File: src/hw/rtl/bole_pkg.sv
// Package for the bounded ordered list engine.
// Request/response payload types, opcode and status codes. No dependencies.
package bole_pkg;

   typedef enum logic [2:0] {
      OP_INSERT  = 3'd0,
      OP_APPEND  = 3'd1,
      OP_DELETE  = 3'd2,
      OP_DEL_END = 3'd3,
      OP_SEARCH  = 3'd4
   } opcode_type;

   typedef enum logic [1:0] {
      ST_DONE  = 2'd0,
      ST_RANGE = 2'd1,
      ST_EMPTY = 2'd2,
      ST_FULL  = 2'd3
   } status_type;

   typedef struct packed {
      logic [2:0]         opcode;
      logic signed [31:0] item_value;
      logic [6:0]         position;
   } req_type;

   typedef struct packed {
      logic [1:0] status;
      logic       found;
      logic [6:0] list_length;
   } rsp_type;

endpackage

File: src/hw/rtl/bounded_ordered_list_engine.sv
// Top level of the bounded ordered list engine.
// Uses bole_pkg; holds the element memory and the shift/search sequencer.

// Ordered list of up to CAPACITY signed 32-bit values in one synchronous
// memory (one write, one read port, registered read data). One request is
// worked at a time. Append, delete-last, insert or delete at the end
// position, search of an empty list and every refused request answer in
// the cycle after the accept. Insert and delete at position move the tail
// one entry per cycle, and search reads one entry per cycle. The response
// sits in an output register and the next request is taken in the cycle
// after it has been delivered.
module bounded_ordered_list_engine
   import bole_pkg::*;
#(
   parameter int CAPACITY = 64
) (
   input  logic    clock,
   input  logic    reset,
   input  logic    req_valid,
   output logic    req_ready,
   input  req_type req_data,
   output logic    rsp_valid,
   input  logic    rsp_ready,
   output rsp_type rsp_data
);

   localparam int AW = (CAPACITY > 1) ? $clog2(CAPACITY) : 1;
   localparam int CW = $clog2(CAPACITY + 1);

   typedef enum logic [4:0] {
      S_IDLE   = 5'b00001,
      S_INS    = 5'b00010,
      S_DEL    = 5'b00100,
      S_SRCH   = 5'b01000,
      S_RESP   = 5'b10000
   } state_type;

   logic signed [31:0] mem [CAPACITY];

   state_type          state_ff, state_in;
   logic [CW-1:0]      count_ff, count_in;
   logic [CW-1:0]      idx_ff, idx_in;       // first address read by the current operation
   logic [CW-1:0]      pos_ff, pos_in;
   logic signed [31:0] val_ff, val_in;
   logic [CW-1:0]      pidx_ff, pidx_in;     // address of pending read data
   logic               found_ff, found_in;
   logic [1:0]         st_ff, st_in;
   logic               ins_tail_ff, ins_tail_in;

   logic               rd_en;
   logic [AW-1:0]      rd_addr;
   logic signed [31:0] rd_data_ff;
   logic               wr_en;
   logic [AW-1:0]      wr_addr;
   logic signed [31:0] wr_data;

   logic [CW-1:0] req_pos;
   logic          pos_fits;

   always_ff @(posedge clock) begin
      if (wr_en) begin
         mem[wr_addr] <= wr_data;
      end
      if (rd_en) begin
         rd_data_ff <= mem[rd_addr];
      end
   end

   // position fits the count width only if its upper bits are zero
   always_comb begin
      if (CW >= 7) begin
         req_pos  = CW'(req_data.position);
         pos_fits = 1'b1;
      end else begin
         req_pos  = req_data.position[CW-1:0];
         pos_fits = ((req_data.position >> CW) == 7'd0);
      end
   end

   assign req_ready = (state_ff == S_IDLE);
   assign rsp_valid = (state_ff == S_RESP);
   always_comb begin
      rsp_data.status      = st_ff;
      rsp_data.found       = found_ff;
      rsp_data.list_length = 7'(count_ff);
   end

   always_comb begin
      state_in    = state_ff;
      count_in    = count_ff;
      idx_in      = idx_ff;
      pos_in      = pos_ff;
      val_in      = val_ff;
      pidx_in     = pidx_ff;
      found_in    = found_ff;
      st_in       = st_ff;
      ins_tail_in = 1'b0;
      rd_en       = 1'b0;
      rd_addr     = idx_ff[AW-1:0];
      wr_en       = 1'b0;
      wr_addr     = idx_ff[AW-1:0];
      wr_data     = val_ff;
      case (state_ff)
         S_IDLE: begin
            if (req_valid) begin
               found_in = 1'b0;
               st_in    = ST_DONE;
               val_in   = req_data.item_value;
               pos_in   = req_pos;
               state_in = S_RESP;
               case (req_data.opcode)
                  OP_INSERT: begin
                     if (count_ff >= CW'(CAPACITY)) begin
                        st_in = ST_FULL;
                     end else if (!pos_fits || req_pos > count_ff) begin
                        st_in = ST_RANGE;
                     end else if (req_pos == count_ff) begin
                        wr_en    = 1'b1;
                        wr_addr  = count_ff[AW-1:0];
                        wr_data  = req_data.item_value;
                        count_in = count_ff + 1'b1;
                     end else begin
                        // read the last entry first; shift up walking down
                        rd_en    = 1'b1;
                        rd_addr  = AW'(count_ff - 1'b1);
                        pidx_in  = count_ff - 1'b1;
                        idx_in   = count_ff - 1'b1;
                        state_in = S_INS;
                     end
                  end
                  OP_APPEND: begin
                     if (count_ff >= CW'(CAPACITY)) begin
                        st_in = ST_FULL;
                     end else begin
                        wr_en    = 1'b1;
                        wr_addr  = count_ff[AW-1:0];
                        wr_data  = req_data.item_value;
                        count_in = count_ff + 1'b1;
                     end
                  end
                  OP_DELETE: begin
                     if (count_ff == '0) begin
                        st_in = ST_EMPTY;
                     end else if (!pos_fits || req_pos >= count_ff) begin
                        st_in = ST_RANGE;
                     end else if (req_pos == count_ff - 1'b1) begin
                        count_in = count_ff - 1'b1;
                     end else begin
                        rd_en    = 1'b1;
                        rd_addr  = AW'(req_pos + 1'b1);
                        pidx_in  = req_pos + 1'b1;
                        idx_in   = req_pos + 1'b1;
                        state_in = S_DEL;
                     end
                  end
                  OP_DEL_END: begin
                     if (count_ff == '0) begin
                        st_in = ST_EMPTY;
                     end else begin
                        count_in = count_ff - 1'b1;
                     end
                  end
                  OP_SEARCH: begin
                     if (count_ff != '0) begin
                        rd_en    = 1'b1;
                        rd_addr  = '0;
                        pidx_in  = '0;
                        idx_in   = '0;
                        state_in = S_SRCH;
                     end
                  end
                  default: begin
                  end
               endcase
            end
         end
         S_INS: begin
            // entry pidx moves to pidx+1; read next lower entry meanwhile
            wr_en   = 1'b1;
            wr_addr = AW'(pidx_ff + 1'b1);
            wr_data = rd_data_ff;
            if (pidx_ff == pos_ff) begin
               ins_tail_in = 1'b1;
               state_in    = S_RESP;
            end else begin
               rd_en   = 1'b1;
               rd_addr = AW'(pidx_ff - 1'b1);
               pidx_in = pidx_ff - 1'b1;
            end
         end
         S_DEL: begin
            wr_en   = 1'b1;
            wr_addr = AW'(pidx_ff - 1'b1);
            wr_data = rd_data_ff;
            if (pidx_ff + 1'b1 == count_ff) begin
               count_in = count_ff - 1'b1;
               state_in = S_RESP;
            end else begin
               rd_en   = 1'b1;
               rd_addr = AW'(pidx_ff + 1'b1);
               pidx_in = pidx_ff + 1'b1;
            end
         end
         S_SRCH: begin
            if (rd_data_ff == val_ff) begin
               found_in = 1'b1;
               state_in = S_RESP;
            end else if (pidx_ff + 1'b1 == count_ff) begin
               state_in = S_RESP;
            end else begin
               rd_en   = 1'b1;
               rd_addr = AW'(pidx_ff + 1'b1);
               pidx_in = pidx_ff + 1'b1;
            end
         end
         S_RESP: begin
            // insert finishes by writing the new value at its position
            if (ins_tail_ff) begin
               wr_en   = 1'b1;
               wr_addr = pos_ff[AW-1:0];
               wr_data = val_ff;
            end
            if (rsp_ready) begin
               state_in = S_IDLE;
            end
         end
         default: begin
            state_in = S_IDLE;
         end
      endcase
      if (state_ff == S_INS && pidx_ff == pos_ff) begin
         count_in = count_ff + 1'b1;
      end
   end

   always_ff @(posedge clock) begin
      if (reset) begin
         state_ff    <= S_IDLE;
         count_ff    <= '0;
         ins_tail_ff <= 1'b0;
      end else begin
         state_ff    <= state_in;
         count_ff    <= count_in;
         ins_tail_ff <= ins_tail_in;
      end
      idx_ff   <= idx_in;
      pos_ff   <= pos_in;
      val_ff   <= val_in;
      pidx_ff  <= pidx_in;
      found_ff <= found_in;
      st_ff    <= st_in;
   end

endmodule

File: config.mk
export PLATFORM = sky130hd
export DESIGN_NAME = bounded_ordered_list_engine
export DESIGN_NICKNAME = d
export VERILOG_FILES = /design/src/hw/rtl/bole_pkg.sv /design/src/hw/rtl/bounded_ordered_list_engine.sv
export SDC_FILE = /design/constraint.sdc
export NUM_CORES = 2
export LEC_CHECK = 0
export ABC_AREA = 0
export BUFFER_PORTS_ARGS = -buffer_cell sky130_fd_sc_hd__clkbuf_2
export CAP_MARGIN = 20
export CORE_MARGIN = 2
export CORE_UTILIZATION = 25
export CTS_CLUSTER_SIZE = 30
export DETAILED_ROUTE_END_ITERATION = 6
export PLACE_DENSITY = 0.46
export SYNTH_ARGS = -nofsm -noshare
export SYNTH_HDL_FRONTEND = slang
export SYNTH_SLANG_ARGS = --single-unit
export TNS_END_PERCENT = 100
File: constraint.sdc
create_clock -name clock -period 6.35 [get_ports clock]
set_input_delay 0.635 -clock clock [delete_from_list [all_inputs] [get_ports clock]]
set_output_delay 0.635 -clock clock [all_outputs]
set_load 0.01 [all_outputs]
# --- Yosys cells after proc, flatten, opt, wreduce, memory -nomap -nowiden ---
# Memories as Yosys holds them, arrays and structs flattened. A register that Yosys moved wholly into a read port is not among the register bits.
# Cells that the tools add are included.
word_totals:
  reg_bits: 68
  ram_bits: 2048
  input_bits: 46
  out_inout_bits: 12
  mem_count: 1
mem_list:
  columns: ["memory", "words", "word_bits", "rd", "rd_clocked_by_memory_dff", "write_ports", "line_no", "text"]
  rows:
  - ["mem", 64, 32, 1, 1, 1, "bounded_ordered_list_engine.sv:38", "logic signed [31:0] mem [CAPACITY];"]
classes:
  addsub: 5
  order_cmp: 3
  n_eq_ne: 46
  muxes: 102
  bitwise_logic: 1
  reduce_logical: 16
op_table:
  columns: ["op", "n"]
  rows:
  - ["32-bit 2-to-1 mux", 5]
  - ["7-bit 2-to-1 mux", 22]
  - ["32-bit case mux with 2 select lines", 2]
  - ["6-bit 2-to-1 mux", 17]
  - ["5-bit 2-to-1 mux", 12]
  - ["7-bit case mux with 4 select lines", 2]
  - ["6-bit case mux with 4 select lines", 2]
  - ["32-bit equality test", 1]
  - ["4-bit != test, second input constant", 8]
  - ["7-bit equality test", 4]
  - ["5-bit case mux with 5 select lines", 1]
  - ["1-bit 2-to-1 mux", 24]
  - ["2-bit != test, second input constant", 12]
  - ["3-bit != test, second input constant", 8]
  - ["12-bit AND reduction", 2]
  - ["7-bit by 1-bit adder with 7-bit output, second input constant", 3]
  - ["7-bit case mux with 3 select lines", 1]
  - ["6-bit case mux with 3 select lines", 1]
  - ["5-bit case mux with 3 select lines", 1]
  - ["7-bit case mux with 2 select lines", 1]
  - ["7-bit by 1-bit subtractor with 7-bit output, second input constant", 2]
  - ["6-bit case mux with 2 select lines", 1]
  - ["10-bit AND reduction", 1]
  - ["2-bit 2-to-1 mux", 4]
  - ["30 further kinds", 36]

# --- Depth between registers and ports, before layout ---
logic_depth:
  word_depth: 9
  depth_mapped: 23
  depth_no_buf: 14

# --- Worst setup path before layout ---
# No wires, ideal clock.
synth_path:
  path_kind: "register -> register"
  from: "register pidx_ff[0]"
  to: "register rd_data_ff[30] (read register of mem) (data pin)"
  setup_time_ps: 272
  arrival_time_ps: 4418
  path_slack_ps: 1660
  path_stages_with_launch: 21
  path_buffers: 6
  synth_period_minus_slack_ps: 4690
  cell_sequence: "edfxtp_1 -> buf_2 -> inv_1 -> ha_1 -> clkbuf_1 -> xor2_1 -> nor2_1 -> nand4_1 -> or4b_2 -> o32ai_1 -> o221a_2 -> buf_4 -> and4_4 -> buf_6 -> buf_6 -> buf_2 -> mux2i_1 -> mux2i_1 -> mux2i_1 -> o211ai_1 -> or4_1"
synth_between:
  elab_chain_cells: 5
  elab_cells_between_ends: 12
synth_lines:
  columns: ["item", "line_no", "text"]
  rows:
  - ["start: declaration", "bounded_ordered_list_engine.sv:45", "logic [CW-1:0] pidx_ff, pidx_in;"]
  - ["start signal: assignment", "bounded_ordered_list_engine.sv:249", "pidx_ff <= pidx_in;"]
  - ["7-bit by 1-bit adder with 7-bit output", "bounded_ordered_list_engine.sv:195, bounded_ordered_list_engine.sv:208", null]
  - ["7-bit equality test", "bounded_ordered_list_engine.sv:195, bounded_ordered_list_engine.sv:208", null]
  - ["6-bit 2-to-1 mux / 1-bit 2-to-1 mux (equally long branches)", "bounded_ordered_list_engine.sv:195, bounded_ordered_list_engine.sv:208", null]
  - ["6-bit 2-to-1 mux / 1-bit 2-to-1 mux (equally long branches)", "bounded_ordered_list_engine.sv:205", "if (rd_data_ff == val_ff) begin"]
  - ["6-bit case mux with 4 select lines / 1-bit case mux with 4 select lines (equally long branches)", "bounded_ordered_list_engine.sv:103", "case (state_ff)"]
  - ["end: declaration", "bounded_ordered_list_engine.sv:52", "logic signed [31:0] rd_data_ff;"]
# Parallel ways exist; a longest one is shown, timed or not.
# A chain may end at the register's enable or synchronous reset.

# --- Final worst setup path ---
layout_path:
  from: "register count_ff[1]"
  to: "register rd_data_ff[0] (read register of mem) (data pin)"
layout_between:
  elab_chain_cells: 8
  elab_cells_between_ends: 33
layout_lines:
  columns: ["item", "line_no", "text"]
  rows:
  - ["start: declaration", "bounded_ordered_list_engine.sv:41", "logic [CW-1:0] count_ff, count_in;"]
  - ["start signal: assignment", "bounded_ordered_list_engine.sv:243", "count_ff <= count_in;"]
  - ["7-bit by 1-bit subtractor with 7-bit output", "bounded_ordered_list_engine.sv:146", "end else if (req_pos == count_ff - 1'b1) begin"]
  - ["7-bit equality test", "bounded_ordered_list_engine.sv:146", null]
  - ["6-bit 2-to-1 mux / 1-bit 2-to-1 mux (equally long branches)", "bounded_ordered_list_engine.sv:146", null]
  - ["6-bit 2-to-1 mux / 1-bit 2-to-1 mux (equally long branches)", "bounded_ordered_list_engine.sv:144", "end else if (!pos_fits || req_pos >= count_ff) begin"]
  - ["6-bit 2-to-1 mux / 1-bit 2-to-1 mux (equally long branches)", "bounded_ordered_list_engine.sv:142", "if (count_ff == '0) begin"]
  - ["6-bit case mux with 3 select lines / 1-bit case mux with 3 select lines (equally long branches)", "bounded_ordered_list_engine.sv:111", "case (req_data.opcode)"]
  - ["6-bit 2-to-1 mux / 1-bit 2-to-1 mux (equally long branches)", "bounded_ordered_list_engine.sv:105", "if (req_valid) begin"]
  - ["6-bit case mux with 4 select lines / 1-bit case mux with 4 select lines (equally long branches)", "bounded_ordered_list_engine.sv:103", null]
# Parallel ways exist; a longest one is shown, timed or not.

==> results.cfg <==
[worst_setup_path]
worstSetupPathType = register to register
worstPathArrival_ps = 6810
path_cells = inv_1 > ha_1 > nor3b_4 > and3_2 > nand3_1 > a221o_1 > nand2_1 > or4_1 > and4_4 > buf_12 > buf_4 > mux2i_1 > nor3_1 > o41ai_2 > buf_4 > o2111a_1 > nand4_1
cp.required_ps = 6890
crit_fanout = 20
reg2reg_setup_slack_ps = 80
reg2reg_depth = 17
crit_start = count_ff[1]
cpPeakStageDelay_ps = 640
crit_top_cell = buf_4
rr_startpoint = count_ff[1]
end_kind = register
cp_slowest_cell = o41ai_2
start_kind = register

[routing]
routedWlPerCell_um = 28.01
via_count = 53215
dr_wl_met3_um = 22560
ant_nets = 0
drt_wl_total_um = 303500
first_pass_iters = 6
vias_per_cell = 4.911
highest_layer = met5
drc = 0
drt_iter0_markers = 5981
drt-met1-wl_um = 130700
dr_wl_met2_um = 139100

[yosys]
seq_area_frac_synth = 0.7403
netlist_instances = 5665
synth_nets = 5723
synth_warnings = 0
synth_area_um2 = 86960
synth_edf_count = 2135
ys_ff_latch = 2148
ys.flop_type = edfxtp_1
async_reset_ff_frac = 0
synth_cell_types = 80
syn_area_per_cell_um2 = 15.35

[floorplanning]
initial_utilization = 0.2512
die_h_um = 593.8
dieArea_um2 = 352600
num_rows = 216
die-width_um = 593.8
ios = 58
core_area_um2 = 346200

[global_routing]
antenna_found_initial = 21
grt_overflow = 0
grt_usage = 0.1666
grt_pass1_vias = 51071
grt_max_degree = 105
grt_pass1_wl_um = 418100

[final_layout]
fin_area_um2 = 103400
synthToLayoutAreaGrowth_pct = 18.88
fill_cells = 34120
post-route-util = 0.2986
nNetsFinal = 6120
seq_area_um2 = 64370
layout-drive-gt1-share = 0.1589
multi_input_area_um2 = 21390

[hold_path]
min_from = req_data[2]
whs_path_depth = 1
hp-class = primary input to register

[placed_design]
pre_cts_ws_ps = -646.0
gp_congestion = 0.8662
io_buffer_count = 57
placed_cell_area_um2 = 95880
hpwl_um = 186500

[power]
p_leak_nw = 34.50
power.density_nw_per_um2 = 350.8
irDropWorstVdd_uv = 213.7

[sta]
layout_setup_ws_ps = 81.21
post-route-period-util = 0.9872
final_hold_viol_count = 0
worst_slew_pin_slew_ps = 1117
max-slew-margin-rel = 0.2528
fin_worst_skew_ps = 62.93
setup_viol = 0
rsz0062_at_grt = false
post-route-min-period_ps = 6269
maxSlewViolCount = 0
max_freq_ghz = 0.1595

[clock_network]
cts-htree-levels = 4
path_clk_slew_ps = 60
clock_latency_ps = 900
clock-sinks = 2148
cts_root_buf = clkbuf_16
clk_path_buf_depth = 4
cts_tree = built
numCtsBuffers = 226

[job]
maxCapViolations = 0

[status]
outcome = finished, final reports clean
-- where the power goes --
| group | switching, W | internal [W] | leakage (nW) |
|---|---|---|---|
| combinational | 0.00487 | 0.00213 | 11.6 |
| clock | 0.00558 | 0.00727 | 3.44 |
| sequential | 0.0000620 | 0.0163 | 19.4 |
-- cells in the final DEF, fill, tap and decap left out, types with 17 or more instances in the layout --
master,Yosys,layout
edfxtp_1,2135,2135
nand2_1,890,855
mux2i_1,659,657
buf_4,62,379
nand3_1,252,248
clkbuf_16,0,226
a21oi_1,205,203
o21ai_0,103,100
o22ai_1,91,91
nor2_4,0,68
nor2_1,135,66
buf_12,0,63
clkinv_1,0,62
xnor2_1,58,58
clkbuf_2,0,57
a221oi_1,57,56
a22oi_1,50,49
nand4_1,49,49
inv_1,46,46
clkbuf_1,154,44
clkinv_2,0,41
o221ai_1,35,35
o32ai_1,33,33
nand2_2,0,32
o2111ai_1,33,32
a32oi_1,34,31
nor3_1,29,28
a41oi_1,24,24
o22a_1,22,22
dlygate4sd3_1,0,22
mux4_2,20,20
and3_1,20,19
bufinv_16,0,19
a31oi_1,18,18
diode_2,0,17
or4_1,17,17
a2111oi_0,17,17
-- registers in the layout, summed over array words and instances, names as in the netlist --
signal,flops
st_ff,2
mem,2048
count_ff,7
idx_ff,6
state_ff,5
pos_ff,7
val_ff,32
found_ff,1
rd_data_ff,32
pidx_ff,7
ins_tail_ff,1
-- critical path: cells and delay by family (launching register included) --
family                     cells  cell delay (ps)
AOI/OAI and AO/OA              3             1550
adders and majority gates      1              280
DFF                            1              470
and+or+nand+nor                8             2260
muxes                          1              270
buffers and inverters          4             1030
-- final timing paths --
path / end
hold / removal: pos_ff[2]
setup / recovery: rd_data_ff[0]
setup reg to reg: rd_data_ff[0]
hold reg to reg: count_ff[6]
-- synthesized netlist by cell type (all sizes together), types with 13 or more instances --
master   instances  area [um2]
a2111oi         18       158.9
a211oi          15       125.1
a21oi          205        1026
a221oi          57       499.2
a22oi           50       375.4
a311oi          14       122.6
a31oi           18       112.6
a32oi           34       297.8
a41oi           24       210.2
and3            20       125.1
buf            200        1277
clkbuf         154       578.1
dfxtp           13       260.3
edfxtp        2135       64110
inv             48       180.2
mux2            14       157.7
mux2i          659        6596
mux4            20       450.4
nand2          890        3341
nand3          253        1279
nand4           50       319.1
nor2           135       506.7
nor3            31       165.2
o2111ai         33       289.0
o21ai          106       530.5
o221ai          35       306.5
o22a            22       192.7
o22ai           91       569.3
o32ai           33       289.0
or4             17       127.6
xnor2           58       508.0
-- cell type report --
type	instances	area share
diodes	17	0.0004115
clock buffers	270	0.05631
clock inverters	137	0.01147
inverters	48	0.001743
multi-input cells	3115	0.2070
flip-flops and latches	2148	0.6227
well taps	4578	0.05541
repair buffers	523	0.04499
-- per-layer routing --
layer  vias up  track usage
met5         -            0
met4         4      0.05764
met3       433      0.03034
met2      2061       0.2646
met1     27856       0.2278
li1      22861            -
-- kinds of logic after synthesis --
kind of cell               after synthesis  synth area share
AOI/OAI and AO/OA                      867           0.07062
xor gates and xnor gates                70          0.007050
adders and majority gates               12          0.001727
buffers and inverters                  402           0.02341
DFF                                   2148            0.7403
muxes                                  693           0.08285
and+or+nand+nor                       1473           0.07407
-- stage by stage --
| step | power (W) | cells | hold slack (ps) | TNS, ps |
|---|---|---|---|---|
| floorplan | 0.02050 | 5665 | 575.6 | 0 |
| global placement | 0.02355 | 10380 | 540.5 | -3245 |
| detailed placement | 0.02362 | 10382 | 555.0 | -2328 |
| CTS | 0.03649 | 10813 | 4.808 | 0 |
| global route | 0.03741 | 10828 | 57.22 | 0 |
| finish | 0.03626 | 10836 | 85.38 | 0 |
-- repair_timing --
action / in CTS / in global routing
setup buffers: 2 / 3
setup endpoints to repair: 12 / 9
gates resized for setup: 10 / 8
hold buffers: 22 / 0
pin swaps: 1 / 1
hold endpoints to repair: 22 / 0
Power figures use the tool's default switching activity.
